`src/rtl/pwle_pkg.sv`:
```
package pwle_pkg;

  localparam int MAX_POINTS = 16;
  localparam int PT_IDX_W   = $clog2(MAX_POINTS);
  localparam int CNT_W      = $clog2(MAX_POINTS + 1);

  localparam int VAL_W = 32;
  localparam int DUR_W = 16;
  localparam int MS_W  = 32;
  // sum of all durations
  localparam int TOT_W = DUR_W + PT_IDX_W;

  // shared restoring divider: quotient bits per pass
  localparam int DIV_STEPS = VAL_W + 1;
  localparam int DCNT_W    = $clog2(DIV_STEPS + 1);
  localparam int PROD_W    = DIV_STEPS + DUR_W;

  // configuration register indexes
  localparam int CFG_IDX_W = 2;
  localparam logic [CFG_IDX_W-1:0] REG_NUM_POINTS  = 2'd0;
  localparam logic [CFG_IDX_W-1:0] REG_LOOP_MODE   = 2'd1;
  localparam logic [CFG_IDX_W-1:0] REG_START_VALUE = 2'd2;

  // request codes
  localparam logic REQ_WRITE = 1'b0;
  localparam logic REQ_EVAL  = 1'b1;

  typedef struct packed {
    logic [VAL_W-1:0] value;
    logic [DUR_W-1:0] dur;
  } point_t;

endpackage

```
`src/rtl/piecewise_linear_envelope.sv`:
```
// Sequence: a write item is done in the cycle it is accepted. An evaluate item with n points
//   in use sums the durations, folds elapsed time, divides for (t-1) mod total (only when
//   elapsed exceeds the total), searches for the segment, multiplies, divides (skipped on a
//   flat or zero-length segment) and hands the result on; n = 0 returns the start value.
// Throughput: one item at a time; in_stall_o holds the input until the sequencer is back in
//   idle, so table sweeps, the bit-serial divider and a stalled output hold it. Reset: config
//   registers clear to zero, sequencer idle, output empty; table and datapath regs are not cleared.
module piecewise_linear_envelope (
  input  logic                                 clk_i,
  input  logic                                 rst_ni,
  // configuration
  input  logic                                 cfg_we_i,
  input  logic [pwle_pkg::CFG_IDX_W-1:0]       cfg_index_i,
  input  logic [pwle_pkg::VAL_W-1:0]           cfg_wdata_i,
  // request channel
  input  logic                                 in_valid_i,
  output logic                                 in_stall_o,
  input  logic                                 req_type_i,
  input  logic [3:0]                           point_index_i,
  input  logic signed [pwle_pkg::VAL_W-1:0]    point_value_i,
  input  logic [pwle_pkg::DUR_W-1:0]           point_duration_i,
  input  logic [pwle_pkg::MS_W-1:0]            elapsed_ms_i,
  // result channel
  output logic                                 out_valid_o,
  input  logic                                 out_stall_i,
  output logic signed [pwle_pkg::VAL_W-1:0]    env_value_o
);

  localparam int IW = pwle_pkg::PT_IDX_W;
  localparam int CW = pwle_pkg::CNT_W;
  localparam int VW = pwle_pkg::VAL_W;
  localparam int DW = pwle_pkg::DUR_W;
  localparam int TW = pwle_pkg::TOT_W;
  localparam int SW = pwle_pkg::DIV_STEPS;
  localparam int PW = pwle_pkg::PROD_W;

  // sequencer states
  localparam logic [2:0] S_IDLE   = 3'd0;
  localparam logic [2:0] S_SUM    = 3'd1; // sweep table, add durations
  localparam logic [2:0] S_PREP   = 3'd2; // fold elapsed time into 0..total
  localparam logic [2:0] S_MOD    = 3'd3; // divider computes (t-1) mod total
  localparam logic [2:0] S_SEARCH = 3'd4; // sweep table, find segment
  localparam logic [2:0] S_MUL    = 3'd5; // slope numerator
  localparam logic [2:0] S_DIV    = 3'd6; // divider computes numerator / duration
  localparam logic [2:0] S_FIN    = 3'd7; // hand result to output register

  // ---------------------------------------------------------------------------
  // Configuration registers
  // ---------------------------------------------------------------------------
  logic [4:0]    num_points_q;
  logic          loop_mode_q;
  logic [VW-1:0] start_value_q;

  always_ff @(posedge clk_i or negedge rst_ni) begin
    if (!rst_ni) begin
      num_points_q  <= '0;
      loop_mode_q   <= 1'b0;
      start_value_q <= '0;
    end else if (cfg_we_i) begin
      unique case (cfg_index_i)
        pwle_pkg::REG_NUM_POINTS:  num_points_q  <= cfg_wdata_i[4:0];
        pwle_pkg::REG_LOOP_MODE:   loop_mode_q   <= cfg_wdata_i[0];
        pwle_pkg::REG_START_VALUE: start_value_q <= cfg_wdata_i;
        default: ;
      endcase
    end
  end

  // points in use, saturated to the table size
  logic [CW-1:0] n_use;
  assign n_use = (32'(num_points_q) > 32'(pwle_pkg::MAX_POINTS)) ?
                 CW'(pwle_pkg::MAX_POINTS) : CW'(num_points_q);

  // ---------------------------------------------------------------------------
  // Point table: one write port (write items), one read port (evaluation),
  // read data registered. Accesses never overlap: writes only in idle.
  // ---------------------------------------------------------------------------
  pwle_pkg::point_t mem [pwle_pkg::MAX_POINTS];
  pwle_pkg::point_t rd_q;
  logic             mem_we;
  logic [IW-1:0]    mem_waddr;
  logic             rd_en;
  logic [IW-1:0]    rd_addr;

  always_ff @(posedge clk_i) begin
    if (mem_we) begin
      mem[mem_waddr] <= '{value: point_value_i, dur: point_duration_i};
    end
    if (rd_en) begin
      rd_q <= mem[rd_addr];
    end
  end

  // ---------------------------------------------------------------------------
  // Control and datapath registers
  // ---------------------------------------------------------------------------
  logic [2:0]    state_q, state_d;
  logic [CW-1:0] cnt_q, cnt_d;         // next table address to read
  logic          rd_vld_q, rd_vld_d;   // rd_q holds the entry at rd_idx_q
  logic [IW-1:0] rd_idx_q, rd_idx_d;
  logic [CW-1:0] n_q, n_d;
  logic [TW-1:0] total_q, total_d;
  logic [TW-1:0] before_q, before_d;   // start time of the current segment
  logic [VW-1:0] t_q, t_d;             // elapsed time, folded
  logic [VW-1:0] last_val_q, last_val_d;
  logic [VW-1:0] prev_val_q, prev_val_d;
  logic [VW-1:0] ev_q, ev_d;
  logic [VW-1:0] bv_q, bv_d;
  logic [DW-1:0] dur_q, dur_d;
  logic          neg_q, neg_d;
  logic [VW-1:0] res_q, res_d;
  // divider
  logic [TW-1:0] rem_q, rem_d;
  logic [SW-1:0] dvd_q, dvd_d;         // dividend in, quotient out
  logic [TW-1:0] dsr_q, dsr_d;
  logic [pwle_pkg::DCNT_W-1:0] dcnt_q, dcnt_d;
  // output register
  logic          out_valid_q, out_valid_d;
  logic [VW-1:0] env_q, env_d;

  // one restoring step: bring down one dividend bit, subtract if it fits
  logic [TW:0]   step_r;
  logic          step_ge;
  logic [TW-1:0] step_rem;
  logic [SW-1:0] step_dvd;

  always_comb begin
    step_r   = {rem_q, dvd_q[SW-1]};
    step_ge  = step_r >= {1'b0, dsr_q};
    step_rem = step_ge ? TW'(step_r - {1'b0, dsr_q}) : TW'(step_r);
    step_dvd = {dvd_q[SW-2:0], step_ge};
  end

  // slope numerator: |end - begin| * (t - segment start)
  logic signed [VW:0] diff;
  logic [VW:0]        diff_mag;
  logic [DW-1:0]      offs;
  logic [PW-1:0]      prod;

  always_comb begin
    diff     = $signed({ev_q[VW-1], ev_q}) - $signed({bv_q[VW-1], bv_q});
    diff_mag = diff[VW] ? (VW+1)'(-diff) : (VW+1)'(diff);
    offs     = DW'(t_q - VW'(before_q));
    prod     = PW'(diff_mag) * PW'(offs);
  end

  logic          in_acc;
  logic          at_last;
  logic [TW:0]   seg_end;
  logic [VW-1:0] quot;

  assign in_acc  = in_valid_i && (state_q == S_IDLE);
  assign at_last = rd_idx_q == IW'(n_q - CW'(1));
  assign seg_end = {1'b0, before_q} + (TW+1)'(rd_q.dur);
  assign quot    = step_dvd[VW-1:0];

  always_comb begin
    state_d     = state_q;
    cnt_d       = cnt_q;
    rd_vld_d    = 1'b0;
    rd_idx_d    = rd_idx_q;
    n_d         = n_q;
    total_d     = total_q;
    before_d    = before_q;
    t_d         = t_q;
    last_val_d  = last_val_q;
    prev_val_d  = prev_val_q;
    ev_d        = ev_q;
    bv_d        = bv_q;
    dur_d       = dur_q;
    neg_d       = neg_q;
    res_d       = res_q;
    rem_d       = rem_q;
    dvd_d       = dvd_q;
    dsr_d       = dsr_q;
    dcnt_d      = dcnt_q;
    out_valid_d = out_valid_q && out_stall_i;
    env_d       = env_q;
    mem_we      = 1'b0;
    mem_waddr   = IW'(point_index_i);
    rd_en       = 1'b0;
    rd_addr     = cnt_q[IW-1:0];

    // table sweeps: issue one read a cycle while addresses remain
    if ((state_q == S_SUM || state_q == S_SEARCH) && cnt_q < n_q) begin
      rd_en    = 1'b1;
      rd_vld_d = 1'b1;
      rd_idx_d = cnt_q[IW-1:0];
      cnt_d    = cnt_q + CW'(1);
    end

    unique case (state_q)
      S_IDLE: begin
        if (in_acc) begin
          if (req_type_i == pwle_pkg::REQ_WRITE) begin
            mem_we = 32'(point_index_i) < 32'(pwle_pkg::MAX_POINTS);
          end else if (n_use == '0) begin
            res_d   = start_value_q;
            state_d = S_FIN;
          end else begin
            n_d     = n_use;
            t_d     = elapsed_ms_i;
            cnt_d   = '0;
            total_d = '0;
            state_d = S_SUM;
          end
        end
      end
      S_SUM: begin
        if (rd_vld_q) begin
          total_d = total_q + TW'(rd_q.dur);
          if (at_last) begin
            last_val_d = rd_q.value;
            state_d    = S_PREP;
          end
        end
      end
      S_PREP: begin
        cnt_d    = '0;
        before_d = '0;
        state_d  = S_SEARCH;
        if (total_q == '0) begin
          t_d = '0;
        end else if (t_q > VW'(total_q)) begin
          rem_d   = '0;
          dvd_d   = SW'(t_q - VW'(1));
          dsr_d   = total_q;
          dcnt_d  = pwle_pkg::DCNT_W'(SW);
          state_d = S_MOD;
        end
      end
      S_MOD: begin
        rem_d  = step_rem;
        dvd_d  = step_dvd;
        dcnt_d = dcnt_q - 1'b1;
        if (dcnt_q == pwle_pkg::DCNT_W'(1)) begin
          t_d     = VW'(step_rem) + VW'(1);
          state_d = S_SEARCH;
        end
      end
      S_SEARCH: begin
        if (rd_vld_q) begin
          // first segment whose end time reaches t
          if (seg_end >= (TW+1)'(t_q) || at_last) begin
            ev_d  = rd_q.value;
            dur_d = rd_q.dur;
            if (rd_idx_q != '0) begin
              bv_d = prev_val_q;
            end else if (loop_mode_q) begin
              bv_d = last_val_q;
            end else begin
              bv_d = start_value_q;
            end
            state_d = S_MUL;
          end else begin
            before_d   = TW'(seg_end);
            prev_val_d = rd_q.value;
          end
        end
      end
      S_MUL: begin
        if (bv_q == ev_q || dur_q == '0) begin
          res_d   = ev_q;
          state_d = S_FIN;
        end else begin
          neg_d   = diff[VW];
          rem_d   = TW'(prod[PW-1:SW]);
          dvd_d   = prod[SW-1:0];
          dsr_d   = TW'(dur_q);
          dcnt_d  = pwle_pkg::DCNT_W'(SW);
          state_d = S_DIV;
        end
      end
      S_DIV: begin
        rem_d  = step_rem;
        dvd_d  = step_dvd;
        dcnt_d = dcnt_q - 1'b1;
        if (dcnt_q == pwle_pkg::DCNT_W'(1)) begin
          // quotient truncated toward zero, applied with the slope sign
          res_d   = bv_q + (neg_q ? (~quot + VW'(1)) : quot);
          state_d = S_FIN;
        end
      end
      S_FIN: begin
        if (!out_valid_q || !out_stall_i) begin
          out_valid_d = 1'b1;
          env_d       = res_q;
          state_d     = S_IDLE;
        end
      end
      default: state_d = S_IDLE;
    endcase
  end

  always_ff @(posedge clk_i or negedge rst_ni) begin
    if (!rst_ni) begin
      state_q     <= S_IDLE;
      cnt_q       <= '0;
      rd_vld_q    <= 1'b0;
      dcnt_q      <= '0;
      out_valid_q <= 1'b0;
    end else begin
      state_q     <= state_d;
      cnt_q       <= cnt_d;
      rd_vld_q    <= rd_vld_d;
      dcnt_q      <= dcnt_d;
      out_valid_q <= out_valid_d;
    end
  end

  always_ff @(posedge clk_i) begin
    rd_idx_q   <= rd_idx_d;
    n_q        <= n_d;
    total_q    <= total_d;
    before_q   <= before_d;
    t_q        <= t_d;
    last_val_q <= last_val_d;
    prev_val_q <= prev_val_d;
    ev_q       <= ev_d;
    bv_q       <= bv_d;
    dur_q      <= dur_d;
    neg_q      <= neg_d;
    res_q      <= res_d;
    rem_q      <= rem_d;
    dvd_q      <= dvd_d;
    dsr_q      <= dsr_d;
    env_q      <= env_d;
  end

  assign in_stall_o  = state_q != S_IDLE;
  assign out_valid_o = out_valid_q;
  assign env_value_o = env_q;

endmodule

```
`config.mk`:
```
export PLATFORM = sky130hd
export DESIGN_NAME = piecewise_linear_envelope
export DESIGN_NICKNAME = d
export VERILOG_FILES = /design/src/rtl/pwle_pkg.sv /design/src/rtl/piecewise_linear_envelope.sv
export SDC_FILE = /design/constraint.sdc
export NUM_CORES = 2
export LEC_CHECK = 0
export ABC_CLOCK_PERIOD_IN_PS = 9300
export BUFFER_PORTS_ARGS = -buffer_cell sky130_fd_sc_hd__buf_4
export CAP_MARGIN = 0
export CORE_ASPECT_RATIO = 1.5
export CORE_MARGIN = 2
export CORE_UTILIZATION = 40
export CTS_CLUSTER_SIZE = 40
export DETAILED_ROUTE_END_ITERATION = 10
export GPL_TIMING_DRIVEN = 0
export PLACE_DENSITY = 0.63
export SLEW_MARGIN = 20
export SYNTH_ARGS = -nofsm -noshare
export SYNTH_HDL_FRONTEND = slang
export SYNTH_SLANG_ARGS = --single-unit
```
`constraint.sdc`:
```
create_clock -name clk_i -period 9.3 [get_ports clk_i]
set_clock_uncertainty 0.05 [all_clocks]
set_input_delay 0.465 -clock clk_i [delete_from_list [all_inputs] [get_ports clk_i]]
set_output_delay 0.465 -clock clk_i [all_outputs]
set_load 0.01 [all_outputs]
```
==> run_results.csv <==
group,metric,value,unit
synth,synth_cell_types,97,
grt,track_usage,0.248,
clocking,cts_max_path_buffers,3,
place,place_hpwl,181000,microns
synth,syn-cell-area,73300,sq um
setup_path,path_class,"flip-flop to flip-flop",
min_path,min_path_type,"input port to flip-flop",
clocking,numCtsBuffers,106,
floorplanning,coreArea,182000,sq um
final_layout,nets,7417,
setup_path,cp.required,9710,ps
run,maxCapViolCount,0,
floorplanning,die_h,528,microns
grt,grt_pass1_wl,341000,microns
place,gp_congestion,1.00,
synth,synth_top_family_by_area,"adder cells",
synth,synth_nets,6770,
final_layout,fin_area,88500,sq um
sta,rsz0062_at_grt,"yes",
synth,synth-compound-area-share,0.0879,
status,status,"complete, but fails checks",
synth,synth_mux_area_frac,0.0694,
sta,fmax,0.0975,GHz
setup_path,crit_family,"adder cells",
clocking,clk_latency,750,ps
clocking,clock-sinks,1233,
sta,finalMaxSlewViolations,0,
final_layout,syn2layout_area_growth,20.8,%
drt,routed_wl,234000,microns
drt,drtPass1Iterations,6,
final_layout,mostFrequentLayoutCells,"edfxtp_1, inv_1, nand2_1",
final_layout,drive_above_1_share,0.185,
sta,worst_slack,-956,ps
synth,synthXorXnorAreaFrac,0.0351,
drt,detail_route.wl_per_cell,25.8,microns
drt,vias,50200,
synth,synth_fa_ha_area_frac,0.172,
drt,drcViolationCount,0,
clocking,clk_root_buffer_cell,"clkbuf_16",
clocking,clk_pin_slew,70,ps
status,violations,"setup timing",
synth,ys_seq_area_frac,0.502,
grt,antenna_found_initial,30,
setup_path,crit_slowest_cell,"a222oi_1",
sta,min_period,10260,ps
synth,synth_top_area_cell,"edfxtp_1",
synth,synth-simple-area-share,0.0909,
setup_path,cp-end-kind,"flip-flop",
clocking,cts_tree,"done",
grt,grt_pass1_vias,52300,
synth,yosys_warnings,0,
drt,drt-initial-drc-count,4086,
drt,ant_nets,0,
final_layout,nFillCells,16100,
final_layout,final_common_cell,"edfxtp_1",
floorplanning,fp.dieW,353,microns
grt,grt_overflow,0,
synth,ys_top_cells_by_area,"edfxtp_1, fa_1, ha_1, inv_1, mux4_2",
synth,synth.avg_cell_area,12.4,sq um
min_path,min_path_cells,3,
sta,worst_slew_pin_slew,1130,ps
synth,synth_enable_flop_cells,1179,
floorplanning,die_area,187000,sq um
setup_path,path_max_fanout,7,
synth,synth_seq_cells,1233,
synth,syn-instance-count,5904,
place,place_area,79900,sq um
setup_path,cp_common_cell,"fa_1",
sta,relSlewSlack,0.234,
sta,hold_viol,0,
grt,grt_max_degree,55,
floorplanning,rows,192,
sta,setup_viol,29,
synth,synthDominantCellAreaShare,0.483,
setup_path,cp-start-kind,"flip-flop",
setup_path,worst-path-buf-inv,11,
synth,synthFlopType,"edfxtp_1",
drt,viasPerCell,5.54,
sta,finalCritPeriodShare,1.10,
synth,ys_async_sr_fraction,0.0438,
setup_path,critPathMaxStageDelay,650,ps
floorplanning,initial_core_util,0.402,
clocking,htree_levels,3,
place,io_buffers,157,
setup_path,crit_arrival,10670,ps
setup_path,path_depth,39,
setup_path,reg2reg_depth,39,
floorplanning,ios,158,
## synth_stat cells, types with 8 or more instances
| cell type | number |
|---|---|
| o21ai_0 | 268 |
| nor2_1 | 351 |
| clkbuf_1 | 181 |
| mux2i_1 | 193 |
| and2_1 | 110 |
| buf_2 | 8 |
| a31oi_1 | 20 |
| nand3b_1 | 13 |
| a22oi_1 | 84 |
| xnor2_1 | 182 |
| mux2_2 | 88 |
| or3_1 | 15 |
| xor2_1 | 107 |
| o221ai_1 | 23 |
| and3_1 | 26 |
| nor3_1 | 67 |
| nand2b_1 | 66 |
| dfrtp_1 | 54 |
| a21o_1 | 86 |
| nand3_1 | 54 |
| o31ai_1 | 31 |
| o21bai_1 | 22 |
| nand4_1 | 36 |
| ha_1 | 304 |
| or2_2 | 19 |
| fa_1 | 438 |
| nor4_1 | 27 |
| inv_1 | 614 |
| nand2_1 | 545 |
| mux4_2 | 96 |
| or4_1 | 10 |
| nor2b_1 | 51 |
| o21a_1 | 22 |
| edfxtp_1 | 1179 |
| buf_1 | 38 |
| a211oi_1 | 25 |
| a221oi_1 | 52 |
| o22ai_1 | 19 |
| a21oi_1 | 244 |
## kinds of logic after synthesis
kind of cell,after synthesis
adder cells (fa/ha/maj),742
flip-flops,1233
multiplexers,377
XOR/XNOR,291
AO/OA/AOI/OAI,992
AND/OR/NAND/NOR,1426
buffers and inverters,843
## final timing paths
path | slack (ps) | start | endpoint
worst max-delay path | -960 | ev_q[0] | dvd_q[32]
worst min-delay path | 50 | elapsed_ms_i[5] | t_q[5]
worst max register to register | -960 | ev_q[0] | dvd_q[32]
worst min register to register | 360 | res_q[26] | env_value_o[26]
max in group asynchronous | 8330 | rst_ni | state_q[1]
min in group asynchronous | 300 | rst_ni | start_value_q[15]
## what timing repair did
item	CTS	global route
endpoints found under the hold margin	871	0
gates resized for setup	355	100
buffers inserted	155	38
setup endpoints to repair	38	34
pin swaps	135	72
hold buffers	96	0
## flip-flops by register name (all words and copies together), names as in the netlist, 32 cells and up
register,count
last_val_q,32
dvd_q,33
bv_q,32
mem,768
start_value_q,32
prev_val_q,32
rd_q,48
ev_q,32
t_q,32
env_value_o,32
res_q,32
## area by class of cell
class	instances	area, sq um	area share
plain buffers	216	1140	0.0128
diodes	5	12.5	0.000141
multi-input cells	3828	36200	0.409
clock inverters	68	792	0.00895
repair buffers	551	5500	0.0621
inverters	615	2310	0.0261
clock buffers	128	2820	0.0318
well taps	2425	3030	0.0343
flip-flops and latches	1233	36800	0.415
## layer usage
metal	wire length (microns)	GRT usage	vias up	share of wire
met5	291	0	-	0.0012
met2	121000	0.451	1747	0.52
li1	-	-	22300	-
met1	83700	0.275	25500	0.36
met3	11400	0.0279	609	0.049
met4	17200	0.157	40	0.073
## stage by stage
step / utilization / worst slack, ps / hold WS, ps / std cells / setup TNS [ps]
2_1_floorplan: - / -163 / 119 / 5904 / -794
3_3_place_gp: 0.427 / -3070 / 357 / 8486 / -388250
3_5_place_dp: 0.438 / -2780 / 356 / 8591 / -71660
4_1_cts: 0.481 / -779 / 1.34 / 9027 / -13290
5_1_grt: 0.486 / -1190 / 59.1 / 9068 / -26400
6_report: 0.486 / -956 / 50.7 / 9069 / -18810
## worst register-to-register path, delay by kind of cell, from the launching register on
| family | cells | cell delay [ps] |
|---|---|---|
| compound gates | 7 | 2390 |
| xor+xnor | 2 | 300 |
| fa+ha+maj | 9 | 3630 |
| buf+inv | 11 | 1170 |
| flops | 1 | 420 |
| simple gates | 10 | 2000 |
Power is not shown: default switching activity piles up to over one toggle a cycle in this logic, so the estimate is an artifact.
